--- config.mk ---
export PLATFORM = sky130hd
export DESIGN_NAME = tps_shape
export DESIGN_NICKNAME = d
export VERILOG_FILES = /design/src/hdl/tps_pkg.sv /design/src/hdl/tps_shape.sv
export SDC_FILE = /design/constraint.sdc
export NUM_CORES = 1
export LEC_CHECK = 0
export ABC_AREA = 1
export BUFFER_PORTS_ARGS = -buffer_cell sky130_fd_sc_hd__buf_2
export CORE_UTILIZATION = 30
export CTS_CLUSTER_SIZE = 14
export DETAILED_ROUTE_END_ITERATION = 6
export PLACE_DENSITY_LB_ADDON = 0.3
export SLEW_MARGIN = 20
export SYNTH_ARGS = -nofsm -noshare
export SYNTH_HDL_FRONTEND = slang
export SYNTH_SLANG_ARGS = --single-unit
--- constraint.sdc ---
create_clock -name clk -period 0.8 [get_ports clk]
set_input_delay 0.04 -clock clk [delete_from_list [all_inputs] [get_ports clk]]
set_output_delay 0.04 -clock clk [all_outputs]
set_load 0.005 [all_outputs]
--- src/hdl/tps_pkg.sv ---
// Shared constants for the trapezoid pulse shaper.
package tps_pkg;

    localparam int TIME_BITS_DEF = 32;
    localparam int FRAC_BITS_DEF = 16;
    localparam int WORD_BITS = 32;
    localparam int INDEX_BITS = 2;

    localparam logic [INDEX_BITS-1:0] REG_PERIOD = 2'd0;
    localparam logic [INDEX_BITS-1:0] REG_WIDTH = 2'd1;
    localparam logic [INDEX_BITS-1:0] REG_RAMP = 2'd2;

    localparam logic [WORD_BITS-1:0] PERIOD_RESET = 32'd1000;
    localparam logic [WORD_BITS-1:0] WIDTH_RESET = 32'd500;
    localparam logic [WORD_BITS-1:0] RAMP_RESET = 32'd0;

endpackage

--- src/hdl/tps_shape.sv ---
// Picks the waveform segment for a phase and sets up the ramp quotient.
module tps_shape #(
    parameter int TIME_BITS = tps_pkg::TIME_BITS_DEF,
    parameter int FRAC_BITS = tps_pkg::FRAC_BITS_DEF
) (
    input  logic                 clk,
    input  logic                 rst_n,
    input  logic                 advance,
    input  logic [TIME_BITS-1:0] period,
    input  logic [TIME_BITS-1:0] width,
    input  logic [TIME_BITS-1:0] ramp,
    input  logic                 in_valid,
    input  logic [TIME_BITS-1:0] phase,
    output logic                 out_valid,
    output logic [TIME_BITS-1:0] out_rem,
    output logic [FRAC_BITS:0]   out_q,
    output logic                 out_done
);

    localparam logic [FRAC_BITS:0] LEVEL_ONE = {1'b1, {FRAC_BITS{1'b0}}};

    logic                 valid_reg;
    logic [TIME_BITS-1:0] rem_reg;
    logic [TIME_BITS-1:0] rem_next;
    logic [FRAC_BITS:0]   q_reg;
    logic [FRAC_BITS:0]   q_next;
    logic                 done_reg;
    logic                 done_next;
    logic [TIME_BITS-1:0] fall_end;
    logic [TIME_BITS-1:0] fall_num;

    assign fall_end = width + ramp;
    assign fall_num = fall_end - phase;

    // The hard rectangle covers a zero period, a zero ramp and a full width.
    always_comb
    begin
        rem_next = phase;
        q_next = '0;
        done_next = 1'b1;
        if (period == '0 || ramp == '0 || width >= period)
        begin
            q_next = (phase < width) ? LEVEL_ONE : '0;
        end
        else if (phase < width)
        begin
            if (phase < ramp)
            begin
                done_next = 1'b0;
            end
            else
            begin
                q_next = LEVEL_ONE;
            end
        end
        else if (phase < fall_end)
        begin
            rem_next = fall_num;
            if (fall_num >= ramp)
            begin
                q_next = LEVEL_ONE;
            end
            else
            begin
                done_next = 1'b0;
            end
        end
    end

    always_ff @(posedge clk or negedge rst_n)
    begin
        if (!rst_n)
        begin
            valid_reg <= 1'b0;
        end
        else if (advance)
        begin
            valid_reg <= in_valid;
        end
    end

    always_ff @(posedge clk)
    begin
        if (advance)
        begin
            rem_reg <= rem_next;
            q_reg <= q_next;
            done_reg <= done_next;
        end
    end

    assign out_valid = valid_reg;
    assign out_rem = rem_reg;
    assign out_q = q_reg;
    assign out_done = done_reg;

endmodule

==> results.yml <==
clock_network:
  htreeDepth: 2
  numCtsBuffers: 5
  clkLatencyLatePin_ns: 0.28
  cts_max_path_buffers: 2
  clk_pin_slew_worst_paths_ns: 0.06
  root_buffer: "clkbuf_16"
  cts.sinks: 35
  cts_tree: "done"
worst_setup_path:
  reg2reg_depth: 1
  crit_fanout: 4
  rr_endpoint: "out_valid"
  cpMostUsedCell: "nand2_1"
  critPathRequiredTime_ns: 0.97
  end_kind: "flip-flop"
  cpMaxStageDelayCell: "fa_2"
  critical_path_arrival_ns: 4.09
  critPathKind: "input pin to flip-flop"
  cp-start-kind: "input pin"
  r2r_start: "out_valid"
  r2r_slack_ns: 0.06
  critPathMaxStageDelay_ns: 0.36
global_route:
  top_usage_layer: "met2"
  grt_use_met1_pct: 34.4
  grt_pass1_vias: 11300
  gr-usage-met2_pct: 41.9
  grt_start_max_net_pins: 26
  antenna_found_initial: 0
  gr-total-overflow: 0
  use_met3_pct: 1.58
  grtUsageTotal_pct: 24.9
  grt_pass1_wl_mm: 59.3
floorplanning:
  coreArea_sq_mm: 0.0296
  row_count: 63
  boundaryPins: 183
  die_h_microns: 175
  initial_utilization_pct: 30.4
  die_w_microns: 175
  die_area_sq_mm: 0.0308
sta:
  hold_viol_final: 0
  max_slew_margin_pct: 63.3
  finalClockSkew_ns: 0
  min_period_ns: 3.92
  whs_ns: 0.0591
  worst_pin_slew_ns: 0.542
  setup_slack_ns: -3.12
  setup_tns_ns: -92.34
  drv_slew: 0
  fmaxAchievable_mhz: 255
  setup_viol: 64
  timing.final.crit_share_pct: 490
  rsz0062_at_grt: "true"
placed_design:
  port_buffers: 166
  placed_cells: 2370
  dpl-instance-area_sq_mm: 0.0133
  dp_hpwl_mm: 33.5
  post-place-ws_ns: -3.68
  gp_congestion: 0.946
final_layout:
  final_cell_mix: "buf_4, nand2_1, inv_1, buf_2, ha_1"
  multiInputGateArea_sq_mm: 0.00842
  finalNonFillerCells: 2411
  final_common_cell: "buf_4"
  utilization_pct: 51.2
  layout.nets: 2343
  layout-drive-gt1-share_pct: 42.0
  num-fill-cells: 2956
  diodes: 0
  area_growth_pct: 68.1
  seqCellArea_sq_mm: 0.00105
  fin_area_sq_mm: 0.0152
synth:
  synth_area_sq_mm: 0.00902
  async_reset_ff_share_pct: 2.86
  synth.avg_cell_area_sq_um: 6.27
  synth-main-ff-cell: "edfxtp_1"
  syn-instance-count: 1439
  synth_edf_count: 34
  ys_warn_count: 0
  ys_seq_area_share_pct: 11.6
  synth.distinct_cells: 46
  synth-seq-cells: 35
power_and_ir_drop:
  leakage_nw: 8.10
  vdd_ir_drop_max_mv: 0.883
  p_per_area_mw_per_mm2: 1600
  power_mw: 24.3
job:
  maxCapViolCount: 0
status:
  outcome: "finished, violations left"
  violations: "setup timing"
route:
  firstDrtPassIters: 5
  routed_wirelength_mm: 38.8
  wl_per_cell_microns: 16.1
  vias: 11400
  drc: 0
  ant_nets: 0
  drtIter0Drc: 640
  avgViaCountPerCell: 4.75
min_path:
  hp-class: "input pin to asynchronous set/reset pin"
[layout make-up]
class                      count  share of cell area [%]
inverter                     242                    5.99
tap                          390                    3.22
multi-input combinational   1154                    55.5
clock buffer                   7                   0.941
timing repair buffer         582                    27.4
sequential                    35                    6.90
clock inverter                 1                  0.0330
[Yosys cell counts, types with 12 or more instances]
cell type / number / share of area, %
buf_4: 16 / 1.3
a21oi_1: 141 / 7.8
o21ai_0: 82 / 4.5
nand3_1: 54 / 3.0
ha_1: 189 / 26
o21a_1: 12 / 1.0
xor2_1: 31 / 3.0
nand2_1: 398 / 17
nor2_1: 111 / 4.6
xnor2_1: 12 / 1.2
nor3_1: 15 / 0.83
edfxtp_1: 34 / 11
inv_1: 242 / 10
nand4_1: 25 / 1.7
[flip-flops by register name, summed over array words and instances, names as in the netlist]
register,cells
out_valid,1
out_q,1
out_rem,32
out_done,1
[where the power goes]
| part | switching (mW) | internal, mW |
|---|---|---|
| Clock | 0.733 | 1.23 |
| Combinational | 10.4 | 9.58 |
| Sequential | 0.0576 | 2.34 |
| Total | 11.1 | 13.2 |
[worst max path at each step]
stage,start,to,slack (ns),cells after the start
6_report,ramp[0],out_q[16],-3.12,30
3_5_place_dp,width[3],out_q[16],-3.68,28
3_3_place_gp,ramp[0],out_q[16],-3.67,29
2_1_floorplan,width[0],out_q[16],-2.85,29
5_1_grt,ramp[0],out_q[16],-3.34,31
4_1_cts,width[0],out_q[16],-3.05,30
[layer usage]
| metal | wire length (microns) | vias up | part of all wire (%) |
|---|---|---|---|
| li1 | - | 5878 | - |
| met1 | 18700 | 5258 | 48 |
| met2 | 17800 | 265 | 46 |
| met3 | 1470 | 48 | 3.8 |
| met4 | 812 | 0 | 2.1 |
| met5 | 0 | - | 0 |
[worst max-delay path, delay by kind of cell]
kind            cells  cell delay (ns)
compound gates      7             1.10
xor+xnor            1             0.30
fa+ha+maj           4             1.04
buf+inv             2             0.13
simple gates       16             1.44
[timing repair]
action / in CTS / in global routing
setup endpoints to repair: 68 / 69
hold buffers: 2 / 0
pin swaps: 71 / 42
endpoints found under the hold margin: 2 / 0
gates resized for setup: 198 / 114
setup buffers: 30 / 8
gates cloned: 4 / 0
[cells by family (layout without fill, tap and decap cells)]
logic type	Yosys count	after routing	synth area share [%]
and+or+nand+nor	637	639	29.5
adders and majority gates	191	191	26.7
DFF	35	35	11.6
other	1	16	0.0416
buffers and inverters	267	832	12.1
AOI/OAI and AO/OA	264	264	15.9
muxes	1	1	0.125
xor gates and xnor gates	43	43	4.17
(Power assumes the default switching activity.)
