==> src/hdl/tps_pkg.sv <==
// Shared constants for the trapezoid pulse shaper.
package tps_pkg;

    localparam int TIME_BITS_DEF = 32;
    localparam int FRAC_BITS_DEF = 16;
    localparam int WORD_BITS = 32;
    localparam int INDEX_BITS = 2;

    localparam logic [INDEX_BITS-1:0] REG_PERIOD = 2'd0;
    localparam logic [INDEX_BITS-1:0] REG_WIDTH = 2'd1;
    localparam logic [INDEX_BITS-1:0] REG_RAMP = 2'd2;

    localparam logic [WORD_BITS-1:0] PERIOD_RESET = 32'd1000;
    localparam logic [WORD_BITS-1:0] WIDTH_RESET = 32'd500;
    localparam logic [WORD_BITS-1:0] RAMP_RESET = 32'd0;

endpackage

==> src/hdl/tps_div_cell.sv <==
// One fraction bit of the truncated ramp quotient.
module tps_div_cell #(
    parameter int TIME_BITS = tps_pkg::TIME_BITS_DEF,
    parameter int FRAC_BITS = tps_pkg::FRAC_BITS_DEF
) (
    input  logic                 clk,
    input  logic                 rst_n,
    input  logic                 advance,
    input  logic [TIME_BITS-1:0] den,
    input  logic                 in_valid,
    input  logic [TIME_BITS-1:0] in_rem,
    input  logic [FRAC_BITS:0]   in_q,
    input  logic                 in_done,
    output logic                 out_valid,
    output logic [TIME_BITS-1:0] out_rem,
    output logic [FRAC_BITS:0]   out_q,
    output logic                 out_done
);

    logic                 valid_reg;
    logic [TIME_BITS-1:0] rem_reg;
    logic [TIME_BITS-1:0] rem_next;
    logic [FRAC_BITS:0]   q_reg;
    logic [FRAC_BITS:0]   q_next;
    logic                 done_reg;
    logic [TIME_BITS:0]   trial;
    logic                 fits;

    // Words with a fixed level pass through untouched.
    always_comb
    begin
        trial = {in_rem, 1'b0};
        fits = (trial >= {1'b0, den});
        if (fits)
        begin
            trial = trial - {1'b0, den};
        end
        if (in_done)
        begin
            rem_next = in_rem;
            q_next = in_q;
        end
        else
        begin
            rem_next = trial[TIME_BITS-1:0];
            q_next = {in_q[FRAC_BITS-1:0], fits};
        end
    end

    always_ff @(posedge clk or negedge rst_n)
    begin
        if (!rst_n)
        begin
            valid_reg <= 1'b0;
        end
        else if (advance)
        begin
            valid_reg <= in_valid;
        end
    end

    always_ff @(posedge clk)
    begin
        if (advance)
        begin
            rem_reg <= rem_next;
            q_reg <= q_next;
            done_reg <= in_done;
        end
    end

    assign out_valid = valid_reg;
    assign out_rem = rem_reg;
    assign out_q = q_reg;
    assign out_done = done_reg;

endmodule

==> config.mk <==
export PLATFORM = sky130hd
export DESIGN_NAME = tps_div_cell
export DESIGN_NICKNAME = d
export VERILOG_FILES = /design/src/hdl/tps_pkg.sv /design/src/hdl/tps_div_cell.sv
export SDC_FILE = /design/constraint.sdc
export NUM_CORES = 1
export LEC_CHECK = 0
export CORE_ASPECT_RATIO = 1.1
export CORE_MARGIN = 2
export CORE_UTILIZATION = 59
export DETAILED_ROUTE_END_ITERATION = 6
export DONT_BUFFER_PORTS = 1
export PLACE_DENSITY = 0.78
export SLEW_MARGIN = 15
export SYNTH_ARGS = -nofsm -noshare
export SYNTH_HDL_FRONTEND = slang
export SYNTH_SLANG_ARGS = --single-unit
==> constraint.sdc <==
create_clock -name clk -period 0.8 [get_ports clk]
set_input_delay 0.08 -clock clk [delete_from_list [all_inputs] [get_ports clk]]
set_output_delay 0.08 -clock clk [all_outputs]
set_load 0.01 [all_outputs]
==> results.tsv <==
stage	metric	value	unit
power_and_ir_drop	power_density	1470	nW/µm²
clock_network	clock_latency	310	ps
routing	via_per_inst	6.86	
routing	wire_per_inst	23.7	µm
sta	finalSetupViolCount	85	
power_and_ir_drop	p_leak	0.00288	µW
yosys	synth.mux.area_fraction	9.98	%
sta	worst_slack	-1430	ps
yosys	syn_area	4410	µm²
clock_network	clk_pin_slew	110	ps
critical_path	cp-start-kind	primary input	
yosys	synth_area_leaders	edfxtp_1 (34%), ha_1 (9.1%), mux2_2 (5.4%), a21oi_1 (4.3%), nand2_1 (4.1%)	
clock_network	cts_tree	done	
yosys	synth_top_area_cell	edfxtp_1	
yosys	ys_seq_elements	51	
flow_run	max-cap-violations	0	
sta	period_share	279	%
yosys	synth_top_family_by_area	compound AO/OA/AOI/OAI gates	
yosys	synthAdderAreaFrac	9.53	%
layout	syn_to_final_growth	50.1	%
sta	max_freq	448	MHz
floorplan	die_x	86.5	µm
clock_network	clock_sinks	51	
grt	grt_pass1_vias	5027	
place	place_congestion	0.909	
critical_path	r2r_end	out_valid	
yosys	synth-xor-area-share	3.97	%
layout	fillCellCount	284	
yosys	avgSynthCellArea	9.02	µm²
grt	grt_overflow_total	0	
critical_path	end_kind	flip-flop	
grt	grt_pass1_wl	23900	µm
clock_network	clock_path_buffers	2	
sta	finClkSkew	0	ps
floorplan	die_h	94.7	µm
grt	grt_util_all_layers	37.2	%
sta	worst_hold_slack	-139	ps
yosys	synth_compound_area_share	20.7	%
status	status	complete, but fails checks	
critical_path	r2r_slack	-80	ps
yosys	async_flop_share	1.96	%
layout	nNetsFinal	755	
floorplan	start_util	60.0	%
min_path	min_from	in_done	
yosys	synth_top_area_share	34.0	%
sta	relSlewSlack	68.5	%
floorplan	dieArea	8190	µm²
sta	slew_violations	0	
critical_path	r2r_start	out_valid	
sta	max_slew.worst_pin.slew	470	ps
grt	antenna_found_initial	0	
yosys	synth_seq_area_share	34.6	%
clock_network	cts_root_buf	clkbuf_8	
floorplan	row_count	33	
sta	min_period	2230	ps
critical_path	critPathRequiredTime	880	ps
sta	fin_tns_setup	-46020	ps
min_path	whs_endpoint	out_done	
grt	grt_max_degree	88	
min_path	hold_path_depth	0	
routing	firstDrtPassIters	7	
routing	routed_wl	17200	µm
floorplan	core	7350	µm²
yosys	yosysUniqueCellTypes	56	
critical_path	crit_fanout	5	
routing	final_antenna_net_count	0	
routing	drc	21	
min_path	min_path_type	primary input to flip-flop	
clock_network	cts_hold_repair.buffers	26	
layout	diodes	0	
critical_path	path_class	primary input to flip-flop	
power_and_ir_drop	ir_worst_vdd	0.000839	V
status	violations	design-rule violations, negative hold slack, negative setup slack	
yosys	ys_warn_count	0	
clock_network	cts-buffers-inserted	5	
critical_path	worstRegToRegCells	2	
yosys	yosys.area_share.simple	14.7	%
yosys	synth_nets	608	
yosys	syn_inst	489	
yosys	synth-edff-count	50	
routing	drt_iter0_markers	498	
clock_network	htreeDepth	2	
layout	drive_gt1_share	40.7	%
routing	vias	4968	
place	dp_hpwl	9090	µm
layout	finalNonFillerCells	724	
yosys	ys.flop_type	edfxtp_1	
sta	rsz0062_at_grt	true	
place	dp_cells	667	
place	io_buffers	0	
sta	hold_viol	76	
critical_path	arrival	2310	ps
floorplan	pin_count	137	
## synth_stat cells, types with 3 or more instances
cell,number
a2111oi_0,4
a211oi_1,6
a21o_1,12
a21oi_1,38
a31o_2,3
and4_1,3
buf_2,3
buf_6,3
clkbuf_1,13
edfxtp_1,50
ha_1,32
inv_1,45
mux2_1,3
mux2_2,21
mux2i_1,17
nand2_1,48
nand2b_1,7
nand3_1,14
nand4_1,6
nor2_1,26
nor2b_1,8
nor3_1,5
o21a_1,6
o21ai_0,23
o21ai_1,21
o31ai_1,8
or3_1,7
xnor2_1,11
xor2_1,9
## cells in the final DEF, fill, tap and decap left out, types with 11 or more instances in the layout
master / netlist / layout
edfxtp_1: 50 / 50
xnor2_1: 11 / 11
o21ai_0: 23 / 15
a21o_1: 12 / 12
ha_1: 32 / 16
nor2_1: 26 / 25
buf_4: 2 / 119
ha_4: 0 / 15
dlygate4sd3_1: 0 / 25
a21oi_2: 0 / 13
o21ai_1: 21 / 24
mux2i_1: 17 / 12
nand3_1: 14 / 12
a21oi_1: 38 / 20
nand2_1: 48 / 48
mux2_4: 0 / 15
inv_1: 45 / 35
## how the worst max path moves through the flow
stage             endpoint   start  slack, ps
2_1_floorplan   out_rem[3]  den[6]      -1590
3_3_place_gp   out_rem[16]  den[1]      -1700
3_5_place_dp    out_rem[9]  den[1]      -1740
4_1_cts        out_rem[31]  den[4]      -1310
5_1_grt         out_rem[3]  den[5]      -1440
6_report        out_rem[4]  den[6]      -1430
## logic make-up after synthesis
family,count (synthesis)
flops,51
fa+ha+maj,33
simple gates,135
xor+xnor,20
mux,41
compound gates,141
buf+inv,68
## stage by stage
stage	power [µW]	instance area [µm²]	setup WS, ps	util (%)	hold WS, ps
4_1_cts	9100	6430	-1310	87.5	-139
5_1_grt	9960	6630	-1440	90.1	-150
3_3_place_gp	6620	5490	-1700	74.7	-216
3_5_place_dp	6740	5490	-1740	74.7	-216
6_report	9710	6630	-1430	90.1	-139
2_1_floorplan	5710	4700	-1590	-	-216
## registers in the layout (all words and copies together) (netlist names)
| register | count |
|---|---|
| out_done | 1 |
| out_valid | 1 |
| out_rem | 32 |
| out_q | 17 |
## worst max-delay path, stage by stage
cell and delay [ps]:
inv_8 10, ha_4 250, buf_4 130, a21oi_1 100, a311o_1 390, a31o_4 290, a21oi_4 170, o21a_4 180
buf_12 130, mux2_4 300, mux2_2 270
## routing by layer
| metal | routed length (µm) | GRT usage [%] | part of all wire, % |
|---|---|---|---|
| met1 | 5790 | 40.5 | 34 |
| met2 | 8490 | 65.6 | 49 |
| met3 | 1680 | 7.26 | 9.8 |
| met4 | 1220 | 23.6 | 7.1 |
| met5 | 0 | 0 | 0 |
## report_power, final
part	switching (µW)	leakage, µW	internal, µW
registers	271	0.000501	3330
clock network	1050	0.0000502	653
logic	2110	0.00233	2290
## what timing repair did
action / in CTS / in global routing
pin swaps: 30 / 16
hold endpoints to repair: 94 / 85
cloned: 3 / 0
endpoints found under the setup margin: 84 / 85
resized for setup: 86 / 32
setup buffers: 14 / 7
## final cells by class
type	instances	area, µm²	area share (%)
multi-input combinational	370	3240	48.9
tap	87	109	1.64
sequential	51	1530	23.0
clock inverter	3	28.8	0.434
timing repair buffer	163	1450	21.9
clock buffer	5	68.8	1.04
inverter	45	204	3.08
Power figures use the tool's default switching activity.
