--- config.mk ---
export PLATFORM = sky130hd
export DESIGN_NAME = tps_mod_cell
export DESIGN_NICKNAME = d
export VERILOG_FILES = /design/src/hdl/tps_pkg.sv /design/src/hdl/tps_mod_cell.sv
export SDC_FILE = /design/constraint.sdc
export NUM_CORES = 1
export LEC_CHECK = 0
export ABC_AREA = 0
export BUFFER_PORTS_ARGS = -buffer_cell sky130_fd_sc_hd__clkbuf_2
export CAP_MARGIN = 25
export CORE_MARGIN = 2
export CORE_UTILIZATION = 35
export CTS_CLUSTER_SIZE = 28
export DETAILED_ROUTE_END_ITERATION = 16
export GPL_TIMING_DRIVEN = 0
export PLACE_DENSITY_LB_ADDON = 0.2
export SETUP_SLACK_MARGIN = 0.02
export SYNTH_ARGS = -nofsm -noshare
export SYNTH_HDL_FRONTEND = slang
export SYNTH_SLANG_ARGS = --single-unit
--- constraint.sdc ---
create_clock -name clk -period 2.05 [get_ports clk]
set_input_delay 0.1025 -clock clk [delete_from_list [all_inputs] [get_ports clk]]
set_output_delay 0.1025 -clock clk [all_outputs]
set_load 0.02 [all_outputs]
--- src/hdl/tps_pkg.sv ---
// Shared constants for the trapezoid pulse shaper.
package tps_pkg;

    localparam int TIME_BITS_DEF = 32;
    localparam int FRAC_BITS_DEF = 16;
    localparam int WORD_BITS = 32;
    localparam int INDEX_BITS = 2;

    localparam logic [INDEX_BITS-1:0] REG_PERIOD = 2'd0;
    localparam logic [INDEX_BITS-1:0] REG_WIDTH = 2'd1;
    localparam logic [INDEX_BITS-1:0] REG_RAMP = 2'd2;

    localparam logic [WORD_BITS-1:0] PERIOD_RESET = 32'd1000;
    localparam logic [WORD_BITS-1:0] WIDTH_RESET = 32'd500;
    localparam logic [WORD_BITS-1:0] RAMP_RESET = 32'd0;

endpackage

--- src/hdl/tps_mod_cell.sv ---
// One restoring step of the position-modulo-period chain.
module tps_mod_cell #(
    parameter int TIME_BITS = tps_pkg::TIME_BITS_DEF
) (
    input  logic                 clk,
    input  logic                 rst_n,
    input  logic                 advance,
    input  logic [TIME_BITS-1:0] period,
    input  logic                 in_valid,
    input  logic [TIME_BITS-1:0] in_rem,
    input  logic [TIME_BITS-1:0] in_pos,
    output logic                 out_valid,
    output logic [TIME_BITS-1:0] out_rem,
    output logic [TIME_BITS-1:0] out_pos
);

    logic                 valid_reg;
    logic [TIME_BITS-1:0] rem_reg;
    logic [TIME_BITS-1:0] rem_next;
    logic [TIME_BITS-1:0] pos_reg;
    logic [TIME_BITS:0]   trial;

    // Bring in the next position bit and subtract the period if it fits.
    always_comb
    begin
        trial = {in_rem, in_pos[TIME_BITS-1]};
        if (trial >= {1'b0, period})
        begin
            trial = trial - {1'b0, period};
        end
        rem_next = trial[TIME_BITS-1:0];
    end

    // Control bit is reset; the payload only follows the pipeline.
    always_ff @(posedge clk or negedge rst_n)
    begin
        if (!rst_n)
        begin
            valid_reg <= 1'b0;
        end
        else if (advance)
        begin
            valid_reg <= in_valid;
        end
    end

    always_ff @(posedge clk)
    begin
        if (advance)
        begin
            rem_reg <= rem_next;
            pos_reg <= {in_pos[TIME_BITS-2:0], 1'b0};
        end
    end

    assign out_valid = valid_reg;
    assign out_rem = rem_reg;
    assign out_pos = pos_reg;

endmodule

==> impl_metrics.env <==
export IMPL_die_w_um=112.7
export IMPL_grt_busiest_layer="met2"
export IMPL_cts_buffers=9
export IMPL_crit_top_cell="a221oi_4"
export IMPL_syn_area_um2=4139
export IMPL_synth_seq_area_share_pct=46.31
export IMPL_clkLatencyLatePin_ns=0.33
export IMPL_powerDensity_nw_per_um2=712.0
export IMPL_start_util_pct=36.09
export IMPL_fin_hold_ws_ns=0.01753
export IMPL_drc=0
export IMPL_clock_sinks=64
export IMPL_cts_tree="done"
export IMPL_fin_crit_sh_pct=125.3
export IMPL_min_from="in_valid"
export IMPL_grt_setup_unrepaired="yes"
export IMPL_grt_met2_usage_pct=32.61
export IMPL_maxCapViolCount=0
export IMPL_drtPass1Iterations=4
export IMPL_area_delta_synth_final_pct=69.14
export IMPL_final_antenna_net_count=0
export IMPL_max_stage_delay_ns=0.36
export IMPL_critical_path_peak_fanout=2
export IMPL_worstMarginPinSlew_ns=0.9051
export IMPL_diodes=0
export IMPL_track_usage_pct=19.64
export IMPL_drive_above_1_share_pct=50.76
export IMPL_violations="negative setup slack"
export IMPL_fin_area_um2=7000
export IMPL_routed_wl_mm=12.56
export IMPL_min_path_type="input pin to register"
export IMPL_required_ns=2.13
export IMPL_rows=39
export IMPL_avgSynthCellArea_um2=10.05
export IMPL_yosys_cell_types_count=49
export IMPL_ios=165
export IMPL_core_um2=11470
export IMPL_layout_nets=788
export IMPL_post_drt_wl_per_cell_um=15.65
export IMPL_setup_ws_ns=-0.5183
export IMPL_placed_cell_area_um2=5398
export IMPL_crit_slowest_cell="fa_2"
export IMPL_clk_path_buf_depth=2
export IMPL_dp_cells=718
export IMPL_syn_inst=412
export IMPL_min_to="out_valid$_DFFE_PN0P_"
export IMPL_cp_num_cells=14
export IMPL_period_minus_slack_ns=2.568
export IMPL_reg2reg_from="out_valid$_DFFE_PN0P_"
export IMPL_ir_drop_v=0.0004936
export IMPL_synthesis_nets=545
export IMPL_cts_clk_slew_worst_paths_ns=0.06
export IMPL_cp_cell_sequence="clkbuf_16 > inv_12 > ha_4 > inv_2 > fa_2 > a21o_1 > a221oi_4 > buf_6 > o2111ai_4 > a31o_4 > a221oi_4 > o221ai_2 > xor2_1 > mux2_2"
export IMPL_start_kind="input pin"
export IMPL_h_tree_depth=3
export IMPL_path_delay_family="compound AO/OA/AOI/OAI gates"
export IMPL_grt_use_met3_pct=4.660
export IMPL_yosys_warnings=0
export IMPL_portBuffers=163
export IMPL_place_congestion=0.8213
export IMPL_dp_hpwl_mm=8.366
export IMPL_timing_slew_headroom_pct=39.66
export IMPL_setup_viol_count_final=25
export IMPL_synth_seq_cells=64
export IMPL_stdcell_count=803
export IMPL_async_flop_share_pct=1.563
export IMPL_grt_max_degree=65
export IMPL_fin_worst_skew_ns=0
export IMPL_yosys_most_used_dff="edfxtp_1"
export IMPL_grt_pass1_wl_mm=19.91
export IMPL_power_leakage_nw=3.116
export IMPL_r2r_end="out_valid$_DFFE_PN0P_"
export IMPL_critPathBufInv=4
export IMPL_gr_usage_met1_pct=25.70
export IMPL_drt_iter0_drc=262
export IMPL_fmax_ghz=0.3894
export IMPL_grt_antenna_before_repair=0
export IMPL_crit_path_end_kind="register"
export IMPL_hold_depth=2
export IMPL_critPathArrivalTime_ns=2.65
export IMPL_synth_edf_count=63
export IMPL_r2r_cells=1
export IMPL_dieArea_um2=12710
export IMPL_status="finished with violations"
export IMPL_finalMaxSlewViolations=0
export IMPL_chipHeight_um=112.7
export IMPL_drt_vias_per_instance=4.989
export IMPL_finalHoldViolations=0
export IMPL_critical_path_class="input pin to register"
export IMPL_via_count=4006
export IMPL_grt_pass1_vias=4012
export IMPL_root_buffer="clkbuf_16"
export IMPL_grt_overflow=0
export IMPL_ff2ff_setup_slack_ns=1.28
## state kept, by name (all words and copies together) (netlist names)
name / count
out_rem: 32
out_valid: 1
out_pos: 31
## power breakdown
| part | internal, mW | switching [mW] | total (mW) |
|---|---|---|---|
| Combinational | 0.820 | 0.944 | 1.76 |
| Clock | 0.940 | 0.602 | 1.54 |
| Sequential | 1.64 | 0.0414 | 1.68 |
| Total | 3.40 | 1.59 | 4.98 |
## routing by layer
layer / wire length [um] / up-vias
li1: - / 2000
met4: 158 / 0
met3: 786 / 15
met1: 5618 / 1859
met2: 6001 / 132
met5: 0 / -
## logic make-up after synthesis
logic type / Yosys count / share of synthesized area (%)
and+or+nand+nor: 97 / 10.76
adders and majority gates: 33 / 10.16
muxes: 6 / 1.632
other: 1 / 0.09060
DFF: 64 / 46.31
AOI/OAI and AO/OA: 123 / 19.62
xor gates and xnor gates: 26 / 5.502
buffers and inverters: 62 / 5.925
## worst max path at each step
stage	from	end
global placement	in_pos[31]	out_rem[28]$_DFFE_PP_
floorplan	in_pos[31]	out_rem[28]$_DFFE_PP_
detailed placement	in_pos[31]	out_rem[28]$_DFFE_PP_
global route	in_pos[31]	out_rem[28]$_DFFE_PP_
finish	in_pos[31]	out_rem[28]$_DFFE_PP_
CTS	in_pos[31]	out_rem[28]$_DFFE_PP_
## area by class of cell
| type | count | area, um^2 |
|---|---|---|
| fill | 954 | 4467 |
| multi-input combinational | 286 | 2576 |
| sequential | 64 | 1917 |
| timing repair buffer | 236 | 1653 |
| clock buffer | 9 | 225.2 |
| inverter | 46 | 205.2 |
| tap | 143 | 178.9 |
| buffer | 12 | 172.7 |
| clock inverter | 7 | 72.57 |
## through the flow
stage / total power, mW / setup slack, ns / TNS [ns] / util [%]
after global routing: 5.229 / -0.5822 / -6.222 / 61.05
after CTS: 4.823 / -0.5166 / -2.760 / 56.61
after global placement: 2.991 / -1.027 / -17.02 / 47.05
after floorplan: 2.579 / -0.5801 / -2.126 / -
final: 4.985 / -0.5183 / -3.173 / 61.05
after detailed placement: 3.000 / -1.069 / -16.95 / 47.07
## cell usage in the layout (no fill, tap or decap), types with 7 or more instances in the layout
cell type        n
inv_1           38
ha_4            11
xnor2_1         12
clkbuf_2       155
nand2_1         30
buf_6           19
dlygate4sd3_1   32
a21oi_2          7
o21ai_1         10
ha_1            17
nand4_1          8
xor2_1          13
o21a_1           8
clkbuf_16       11
buf_4           23
nor2_1          14
nand2_4         12
edfxtp_1        63
o21ai_2         19
o21ai_0          9
a21oi_1         21
## Yosys cell counts (7+ instances only)
cell type,instances,area (um^2)
a21o_1,7,52.55
a21oi_1,30,150.1
clkbuf_1,12,45.04
edfxtp_1,63,1892
ha_1,32,400.4
inv_1,46,172.7
nand2_1,46,172.7
nand4_1,8,50.05
nor2_1,17,63.81
o21a_1,8,60.06
o21ai_0,30,150.1
o21ai_1,8,40.04
xnor2_1,13,113.9
xor2_1,13,113.9
## timing repair
action / CTS / global route
hold endpoints to repair: 32 / 0
setup endpoints to repair: 31 / 32
gates cloned: 3 / 1
buffers inserted: 25 / 19
hold buffers: 32 / 0
pin swaps: 31 / 35
gates resized for setup: 63 / 106
Power figures use the tool's default switching activity.
